**config.mk**
```make
export PLATFORM = sky130hd
export DESIGN_NAME = v3n_sqrt_stage
export DESIGN_NICKNAME = d
export VERILOG_FILES = /design/src/design/vector3_normalize_defines.svh /design/src/design/v3n_sqrt_stage.sv
export SDC_FILE = /design/constraint.sdc
export NUM_CORES = 1
export LEC_CHECK = 0
export BUFFER_PORTS_ARGS = -buffer_cell sky130_fd_sc_hd__clkbuf_2
export CAP_MARGIN = 40
export CORE_MARGIN = 4
export CORE_UTILIZATION = 31
export CTS_CLUSTER_DIAMETER = 100
export DETAILED_ROUTE_END_ITERATION = 7
export PLACE_DENSITY = 0.6
export SYNTH_ARGS = -nofsm -noshare
export SYNTH_HDL_FRONTEND = slang
export SYNTH_SLANG_ARGS = --single-unit
export TNS_END_PERCENT = 10
```
**constraint.sdc**
```tcl
create_clock -name clock -period 5.4 [get_ports clock]
set_input_delay 0.27 -clock clock [delete_from_list [all_inputs] [get_ports clock]]
set_output_delay 0.27 -clock clock [all_outputs]
set_load 0.005 [all_outputs]
```
**src/design/vector3_normalize_defines.svh**
```systemverilog
// assertion macros used by the vector normalizer top level
// no dependencies
`ifndef VECTOR3_NORMALIZE_DEFINES_SVH
`define VECTOR3_NORMALIZE_DEFINES_SVH
`ifndef NO_ASSERTIONS
`define V3N_ASSERT(label, clk, rst, prop) \
   label: assert property (@(posedge clk) disable iff (rst) prop) else $error("%m failed");
`define V3N_ASSERT_NR(label, clk, prop) \
   label: assert property (@(posedge clk) prop) else $error("%m failed");
`else
`define V3N_ASSERT(label, clk, rst, prop)
`define V3N_ASSERT_NR(label, clk, prop)
`endif
`endif

```
**src/design/v3n_sqrt_stage.sv**
```systemverilog
// one restoring square root step: one result bit per stage, registered
// depends on nothing
`timescale 1ns / 1ps
`default_nettype none
module v3n_sqrt_stage #(
   parameter int RAD_WIDTH  = 34,
   parameter int ROOT_WIDTH = 17,
   parameter int BIT_POS    = 0
) (
   input  wire logic                  clock,
   input  wire logic [RAD_WIDTH-1:0]  rem_in,
   input  wire logic [ROOT_WIDTH-1:0] root_in,
   output logic      [RAD_WIDTH-1:0]  rem_out,
   output logic      [ROOT_WIDTH-1:0] root_out
);
   logic [RAD_WIDTH+1:0] trial;
   logic [RAD_WIDTH+1:0] rem_x;
   logic [RAD_WIDTH-1:0] rem_in_n;
   logic [ROOT_WIDTH-1:0] root_in_n;
   always_comb begin
      rem_x = {2'b00, rem_in};
      trial = (({{(RAD_WIDTH+2-ROOT_WIDTH){1'b0}}, root_in}) << (BIT_POS + 1))
              | ((RAD_WIDTH+2)'(1) << (2 * BIT_POS));
      if (rem_x >= trial) begin
         rem_in_n  = RAD_WIDTH'(rem_x - trial);
         root_in_n = root_in | (ROOT_WIDTH'(1) << BIT_POS);
      end else begin
         rem_in_n  = rem_in;
         root_in_n = root_in;
      end
   end
   always_ff @(posedge clock) begin
      rem_out  <= rem_in_n;
      root_out <= root_in_n;
   end
endmodule
`default_nettype wire

```
==> results.json <==
{
  "status": "complete, no violations",
  "initialDrtViolationCount": 88,
  "yosysTopAreaCell": "dfxtp_1",
  "synth_seq_cells": 51,
  "grt_pass1_wl_mm": 11.5,
  "mostFrequentLayoutCells": "clkbuf_2, dfxtp_1, nand2_1",
  "portBuffers": 102,
  "yosysSeqAreaShare_pct": 39.0,
  "synthesis.nets": 371,
  "crit_chain": "clkbuf_2, or4_4, or4_1, or4_1, a211o_1, nor3_4, buf_4, nor2_1, mux2_2",
  "wl_met2_mm": 3.10,
  "die_area_um2": 9980,
  "cts_sinks": 51,
  "post-cts-setup-buffers": 0,
  "cts_root_buf": "clkbuf_8",
  "crit_type": "input port to register",
  "max_freq_mhz": 312,
  "setup_viol": 0,
  "intPower_uw": 641,
  "sw_frac_of_total_pct": 29.1,
  "layout-drive-gt1-share_pct": 30.0,
  "synth_edf_count": 0,
  "grt_setup_unrepaired": "false",
  "synth_top_area_share_pct": 39.0,
  "layout_min_cycle_time_ns": 3.21,
  "power_density_nw_per_um2": 271,
  "die_w_um": 99.9,
  "synth_area_per_cell_um2": 8.73,
  "antenna_cells": 0,
  "numCtsBuffers": 5,
  "worst-path-max-fanout": 31,
  "yosysWarnings": 0,
  "die_h_um": 99.9,
  "dp_hpwl_mm": 5.61,
  "min_period_over_period_pct": 59.4,
  "holdWs_ns": 0.0723,
  "cpMostUsedCell": "or4_1",
  "ctsResizeCount": 0,
  "synth_area_um2": 2620,
  "p_clk_share_pct": 27.5,
  "final_nets": 473,
  "hold_class": "input port to register",
  "gp_congestion": 0.856,
  "drv_cap": 0,
  "hold_violations": 0,
  "final_common_cell": "clkbuf_2",
  "vias": 2450,
  "p_leak_uw": 0.00161,
  "min_to": "root_out[14]",
  "share_comb_of_total_power_pct": 24.7,
  "cp-end-kind": "register",
  "netlist_instances": 300,
  "path_buf_inv": 2,
  "slew_headroom_pct": 45.0,
  "share_seq_of_total_power_pct": 47.8,
  "hold_path_depth": 1,
  "finalWirelength_mm": 6.85,
  "grt.overflow.total": 0,
  "antenna_found_initial": 0,
  "ys.flop_type": "dfxtp_1",
  "ir_drop_mv": 0.0928,
  "postRouteAntennaNets": 0,
  "p_sw_uw": 263,
  "viasPerCell": 4.82,
  "min_from": "root_in[14]",
  "worst_pin_slew_ns": 0.819,
  "cts_tree": "yes",
  "grt_start_max_net_pins": 32,
  "core_um2": 8220,
  "async_flop_share_pct": 0,
  "wl_met1_mm": 3.24,
  "drt_first_pass_iters": 4,
  "worstPathArrival_ns": 3.41,
  "area_delta_synth_final_pct": 27.3,
  "grt_pass1_vias": 2447,
  "critPathSlowestCell": "or4_1",
  "yosys.cell_types.count": 47,
  "crit_family": "simple AND/OR/NAND/NOR gates",
  "maxUsedRoutingLayer": "met4",
  "clockBufferDepth": 2,
  "path_clk_slew_ns": 0.10,
  "drc_errors": 0,
  "io_pins": 103,
  "start_kind": "input port",
  "met3_length_um": 373,
  "slew_viol_final": 0,
  "cts.htree.levels": 2,
  "start_util_pct": 31.9,
  "grt.total_usage_pct": 14.1,
  "synth_area_leaders": "dfxtp_1, ha_1, xor2_1",
  "required_ns": 5.60,
  "slowest_delay_ns": 0.55,
  "layout.filler_cells": 902,
  "hold_buffers": 0,
  "wl_per_cell_um": 13.5,
  "fin_tns_setup_ns": 0,
  "rows": 33
}
==> state kept, by name, indices dropped and copies added, names as in the netlist <==
register  cells
rem_out      34
root_out     17
==> final cells by class <==
cell class	count	area, µm²	share of cell area, %
clock buffer	7	96.3	2.89
clock inverter	1	7.51	0.225
inverter	23	86.3	2.59
multi-input combinational	218	1470	44.2
sequential	51	1020	30.6
tap	105	131	3.94
timing repair buffer	103	518	15.5
==> synth_stat cells (2+ instances only) <==
| library cell | count |
|---|---|
| nand4_1 | 5 |
| a2111oi_0 | 4 |
| and2_1 | 2 |
| nor4_1 | 4 |
| xnor2_1 | 14 |
| nand3_1 | 5 |
| o21ai_0 | 21 |
| ha_1 | 18 |
| nor2_1 | 15 |
| or3_1 | 2 |
| a31oi_1 | 3 |
| or4_1 | 2 |
| dfxtp_1 | 51 |
| nor3_1 | 5 |
| o211ai_1 | 4 |
| buf_4 | 2 |
| a21o_1 | 11 |
| a21oi_1 | 17 |
| inv_1 | 23 |
| nor3b_1 | 2 |
| nand2_1 | 35 |
| o21a_1 | 2 |
| or2_2 | 5 |
| nand2b_1 | 4 |
| o21bai_1 | 2 |
| a311oi_1 | 2 |
| xor2_1 | 16 |
| clkbuf_1 | 5 |
==> routing by layer <==
metal,global-route usage (%),vias up
li1,-,1257
met1,19.2,1115
met2,22.2,67
met3,2.99,11
met4,4.62,0
met5,0,-
==> stage by stage <==
stage | util [%] | instances | area [µm²] | setup slack (ns) | power (µW)
2_1_floorplan | - | 300 | 2620 | 2.50 | 565
3_3_place_gp | 39.3 | 500 | 3230 | 1.91 | 665
3_5_place_dp | 39.3 | 500 | 3230 | 1.85 | 666
4_1_cts | 40.6 | 508 | 3330 | 2.19 | 921
5_1_grt | 40.6 | 508 | 3330 | 2.04 | 966
6_report | 40.6 | 508 | 3330 | 2.19 | 903
==> power groups by stage <==
stage	Clock (µW)	Combinational, µW	Sequential, µW
after floorplan	0	119	446
after global placement	0	224	441
after detailed placement	0	226	441
after CTS	262	227	432
after global routing	276	254	436
final	248	223	431
==> logic make-up (layout without fill, tap and decap cells) <==
logic type	after synthesis	count (layout)	synth area share, %
compound gates	76	76	18.7
xor+xnor	30	30	10.0
fa+ha+maj	19	19	9.37
buf+inv	31	134	4.78
flops	51	51	39.0
mux	1	1	0.430
simple gates	92	92	17.7
==> worst max path at each step <==
stage | from | to | slack [ns] | cells after the start
after detailed placement | rem_in[28] | rem_out[33] | 1.85 | 9
final | rem_in[28] | rem_out[33] | 2.19 | 9
after floorplan | rem_in[28] | rem_out[31] | 2.50 | 7
after CTS | rem_in[28] | rem_out[33] | 2.19 | 9
after global placement | rem_in[28] | rem_out[33] | 1.91 | 9
after global routing | rem_in[28] | rem_out[33] | 2.04 | 9
(Power assumes the default switching activity.)
