**config.mk**
```make
export PLATFORM = sky130hd
export DESIGN_NAME = v3n_lane
export DESIGN_NICKNAME = d
export VERILOG_FILES = /design/src/design/vector3_normalize_defines.svh /design/src/design/v3n_div_stage.sv /design/src/design/v3n_lane.sv
export SDC_FILE = /design/constraint.sdc
export NUM_CORES = 2
export LEC_CHECK = 0
export BUFFER_PORTS_ARGS = -buffer_cell sky130_fd_sc_hd__buf_2
export CAP_MARGIN = 30
export CORE_UTILIZATION = 55
export CTS_CLUSTER_DIAMETER = 150
export DETAILED_ROUTE_END_ITERATION = 8
export GPL_ROUTABILITY_DRIVEN = 0
export PLACE_DENSITY = 0.78
export SLEW_MARGIN = 20
export SYNTH_ARGS = -nofsm -noshare
export SYNTH_HDL_FRONTEND = slang
export SYNTH_SLANG_ARGS = --single-unit
```
**constraint.sdc**
```tcl
create_clock -name clock -period 7.75 [get_ports clock]
set_input_delay 1.9375 -clock clock [delete_from_list [all_inputs] [get_ports clock]]
set_output_delay 1.9375 -clock clock [all_outputs]
set_load 0.01 [all_outputs]
```
**src/design/vector3_normalize_defines.svh**
```systemverilog
// assertion macros used by the vector normalizer top level
// no dependencies
`ifndef VECTOR3_NORMALIZE_DEFINES_SVH
`define VECTOR3_NORMALIZE_DEFINES_SVH
`ifndef NO_ASSERTIONS
`define V3N_ASSERT(label, clk, rst, prop) \
   label: assert property (@(posedge clk) disable iff (rst) prop) else $error("%m failed");
`define V3N_ASSERT_NR(label, clk, prop) \
   label: assert property (@(posedge clk) prop) else $error("%m failed");
`else
`define V3N_ASSERT(label, clk, rst, prop)
`define V3N_ASSERT_NR(label, clk, prop)
`endif
`endif

```
**src/design/v3n_div_stage.sv**
```systemverilog
// one restoring division step for a lane: one quotient bit per stage
// depends on nothing
`timescale 1ns / 1ps
`default_nettype none
module v3n_div_stage #(
   parameter int NUM_WIDTH = 30,
   parameter int DEN_WIDTH = 17,
   parameter int BIT_POS   = 0
) (
   input  wire logic                 clock,
   input  wire logic [NUM_WIDTH-1:0] rem_in,
   input  wire logic [DEN_WIDTH-1:0] den,
   input  wire logic [NUM_WIDTH-1:0] quo_in,
   output logic      [NUM_WIDTH-1:0] rem_out,
   output logic      [NUM_WIDTH-1:0] quo_out
);
   localparam int W = NUM_WIDTH + DEN_WIDTH;
   logic [W-1:0] shifted;
   logic [NUM_WIDTH-1:0] rem_n;
   logic [NUM_WIDTH-1:0] quo_n;
   always_comb begin
      shifted = W'(den) << BIT_POS;
      if ({{DEN_WIDTH{1'b0}}, rem_in} >= shifted) begin
         rem_n = NUM_WIDTH'({{DEN_WIDTH{1'b0}}, rem_in} - shifted);
         quo_n = quo_in | (NUM_WIDTH'(1) << BIT_POS);
      end else begin
         rem_n = rem_in;
         quo_n = quo_in;
      end
   end
   always_ff @(posedge clock) begin
      rem_out <= rem_n;
      quo_out <= quo_n;
   end
endmodule
`default_nettype wire

```
**src/design/v3n_lane.sv**
```systemverilog
// one component lane: pipelined divider of magnitude by length
// depends on v3n_div_stage
`timescale 1ns / 1ps
`default_nettype none
module v3n_lane #(
   parameter int MAG_WIDTH  = 16,
   parameter int FRAC_BITS  = 14,
   parameter int LEN_WIDTH  = 17
) (
   input  wire logic                           clock,
   input  wire logic [MAG_WIDTH-1:0]           mag,
   input  wire logic [LEN_WIDTH-1:0]           len,
   output logic      [MAG_WIDTH+FRAC_BITS-1:0] quo
);
   localparam int NW = MAG_WIDTH + FRAC_BITS;
   logic [NW-1:0] rem_s [NW+1];
   logic [NW-1:0] quo_s [NW+1];
   logic [LEN_WIDTH-1:0] den_s [NW];
   assign rem_s[0] = {mag, {FRAC_BITS{1'b0}}};
   assign quo_s[0] = '0;
   assign den_s[0] = len;
   for (genvar k = 0; k < NW; k++) begin : g_step
      v3n_div_stage #(
         .NUM_WIDTH(NW), .DEN_WIDTH(LEN_WIDTH), .BIT_POS(NW - 1 - k)
      ) u_stage (
         .clock  (clock),
         .rem_in (rem_s[k]),
         .den    (den_s[k]),
         .quo_in (quo_s[k]),
         .rem_out(rem_s[k+1]),
         .quo_out(quo_s[k+1])
      );
      if (k < NW - 1) begin : g_den
         always_ff @(posedge clock) begin
            den_s[k+1] <= den_s[k];
         end
      end
   end
   assign quo = quo_s[NW];
endmodule
`default_nettype wire

```
==> run summary <==
Status - complete, no violations
Number of cell rows - 113
Worst-Margin Slew - 0.984 ns
RSZ-0062 raised after global routing - no
Vias/cell - 5.29
Netlist cell types - 89
CTS Buf Count - 144
Fin crit period - 3.75 ns
Synthesis-stage register bit count - 1,513
Num Clock Sinks - 1,513
Finished Core Util - 63.4%
Top-count cell post-synth - dfxtp_1
Crit path capture type - flip-flop
Sequential fraction of the synthesis area - 56.7%
Final hold violations - 0
Overflow after GRT - 0
Syn Nets - 5,406
Class of the worst hold path - flip-flop to flip-flop
Worst skew pair latency - 0.77 ns
Crit path DAT - 4.37 ns
Slowest cell on crit path - and3b_1
Initial antenna violation count - 0
Cell Area, Synth - 53,500 um2
Slew margin rel. - 34.0%
Fraction of synthesis flops using an asynchronous set or reset pin - 0%
Clk pin slew, worst setup/hold paths - 0.06 ns
Max_cap viols - 0
Crit path launch type - flip-flop
First-pass GRT wire length - 169,000 um
Worst slack, placed - 4.12 ns
Initial detailed-routing violation count - 1,774
Largest area contributor in the netlist - dfxtp_1
Syn-to-layout area delta - 13.3%
Skew final - 0.0300 ns
Antenna-violating nets left - 0
Vias in the first global route - 35,000
Drt total wl - 102,000 um
Initial Utilization - 55.9%
# setup viols final - 0
H-tree Lvls - 4
Clock Path Buffers - 3
Drt first pass iters - 5
Final period util - 48.4%
Share of layout cells above drive strength 1 - 9.45%
Ys flop type - dfxtp_1
I/O Buffers - 63
Die area - 98,500 um2
Final TNS setup - 0 ns
CORE AREA - 95,600 um2
Post-Layout Inst Area - 60,500 um2
DR vias - 34,500
Syn Area/Cell - 10.8 um2
CTS tree - yes
Synth Instances - 4,972
Yosys top cell area share - 56.7%
Layout Nets - 5,571
Critical Path Max Stage Delay - 0.75 ns
GRT Util Overall - 20.8%
Power per Cell Area - 396 nW/um2
Die span in x - 314 um
Critical Path RT - 8.37 ns
Placed wire-length estimate - 73,400 um
CP Max Fanout - 24
Area after DPL - 55,200 um2
Slew Viols, Final - 0
DRC Markers - 0
Top post-synthesis cells by count - dfxtp_1, inv_1, ha_1, a21oi_1, nand2_1
Maximum clock frequency - 267 MHz
Post-CTS setup buffers - 0
Diodes inserted - 0
Main area contributors after synthesis - dfxtp_1, ha_1, inv_1, xnor2_1, a21oi_1
Type of the worst setup path - flip-flop to flip-flop
Root Driver - clkbuf_16
CTS Hold Bufs - 0
Crit-path cells - inv_1, fa_1, a211oi_1, nor2_1, o211ai_1, nand3_1, o2111ai_1, and3b_1, inv_1, nor2_1, a21oi_1
Largest net degree at the start of global routing - 36
Die Y - 314 um
Yosys warns - 0
IR drop worst, VDD - 229 uV
I/O pin count - 64
Static Leak - 0.0271 uW
Post-CTS sizing - 0
Number of synthesized flops with an enable pin - 0
WL per Instance - 15.6 um
Setup ws final - 4.00 ns
## final timing paths
kind                                                          startpoint                                      to  slack (ns)  cells after the start
worst max-delay path                                  den_s[102]$_DFF_P_  g_step[23].u_stage.rem_out[20]$_DFF_P_        4.00                     11
worst min-delay path            g_step[28].u_stage.quo_out[1]$_SDFF_PP1_   g_step[29].u_stage.quo_out[1]$_DFF_P_        0.31                      0
worst max register to register                        den_s[102]$_DFF_P_  g_step[23].u_stage.rem_out[20]$_DFF_P_        4.00                     11
worst min register to register  g_step[28].u_stage.quo_out[1]$_SDFF_PP1_   g_step[29].u_stage.quo_out[1]$_DFF_P_        0.31                      0
## routing by layer
| layer | vias to the layer above | part of all wire [%] | global-route usage (%) |
|---|---|---|---|
| met2 | 677 | 52 | 39.1 |
| li1 | 17300 | - | - |
| met3 | 246 | 3.3 | 3.23 |
| met4 | 0 | 3.2 | 8.22 |
| met1 | 16300 | 41 | 23.4 |
| met5 | - | 0 | 0 |
## flip-flops by register name, summed over array words and instances (netlist names)
signal,cells
g_step.u_stage.rem_out,555
den_s,493
g_step.u_stage.quo_out,465
## power by group
group	switching (uW)	leakage (uW)	internal [uW]	total, uW
Clock	3020	0.00257	4480	7500
Sequential	849	0.0126	9090	9930
Combinational	3610	0.0119	2960	6570
Total	7480	0.0271	16500	24000
## logic make-up after synthesis
family | synth area share (%)
fa+ha+maj | 9.74
mux | 2.85
xor+xnor | 5.29
compound gates | 11.4
buf+inv | 3.97
simple gates | 10.1
flops | 56.7
## per-stage QoR
| step | hold WS [ns] | cells | total power (uW) |
|---|---|---|---|
| finish | 0.313 | 6524 | 24000 |
| global route | 0.310 | 6524 | 25400 |
| CTS | 0.305 | 6522 | 24100 |
| detailed placement | 0.312 | 6254 | 16500 |
| global placement | 0.310 | 6249 | 16300 |
| floorplan | 0.310 | 4972 | 15000 |
## area by class of cell
| class | instances | area (um2) |
|---|---|---|
| Multi-Input combinational cell | 2905 | 21100 |
| Timing Repair Buffer | 80 | 465 |
| Clock inverter | 77 | 1240 |
| Tap cell | 1265 | 1580 |
| Clock buffer | 191 | 4050 |
| Sequential cell | 1513 | 30300 |
| Inverter | 493 | 1850 |
| Fill cell | 7295 | 35000 |
## worst max-delay path: cells and delay by family, from the launching register on
kind / cells / cell delay, ns
and+or+nand+nor: 4 / 1.31
AOI/OAI and AO/OA: 4 / 0.91
buffers and inverters: 2 / 0.53
adders and majority gates: 1 / 0.49
DFF: 1 / 0.35
## layout by cell type (no fill, tap or decap), types with 25 or more instances in the layout
| cell type | n |
|---|---|
| nor4_1 | 67 |
| o21bai_1 | 29 |
| nor2_1 | 264 |
| mux2_2 | 113 |
| nand2b_1 | 70 |
| buf_2 | 63 |
| nand4_1 | 52 |
| nor3_1 | 85 |
| inv_1 | 492 |
| clkinv_2 | 29 |
| a31oi_1 | 32 |
| a21oi_1 | 278 |
| o21a_1 | 43 |
| o21ai_0 | 260 |
| mux2i_1 | 25 |
| o31ai_1 | 38 |
| nand2_1 | 273 |
| clkbuf_8 | 25 |
| xnor2_1 | 172 |
| ha_1 | 373 |
| a211oi_1 | 28 |
| clkbuf_16 | 145 |
| nor2b_1 | 59 |
| fa_1 | 27 |
| dfxtp_1 | 1513 |
| xor2_1 | 151 |
| a21o_1 | 112 |
| nand3_1 | 51 |
Power figures use the tool's default switching activity.
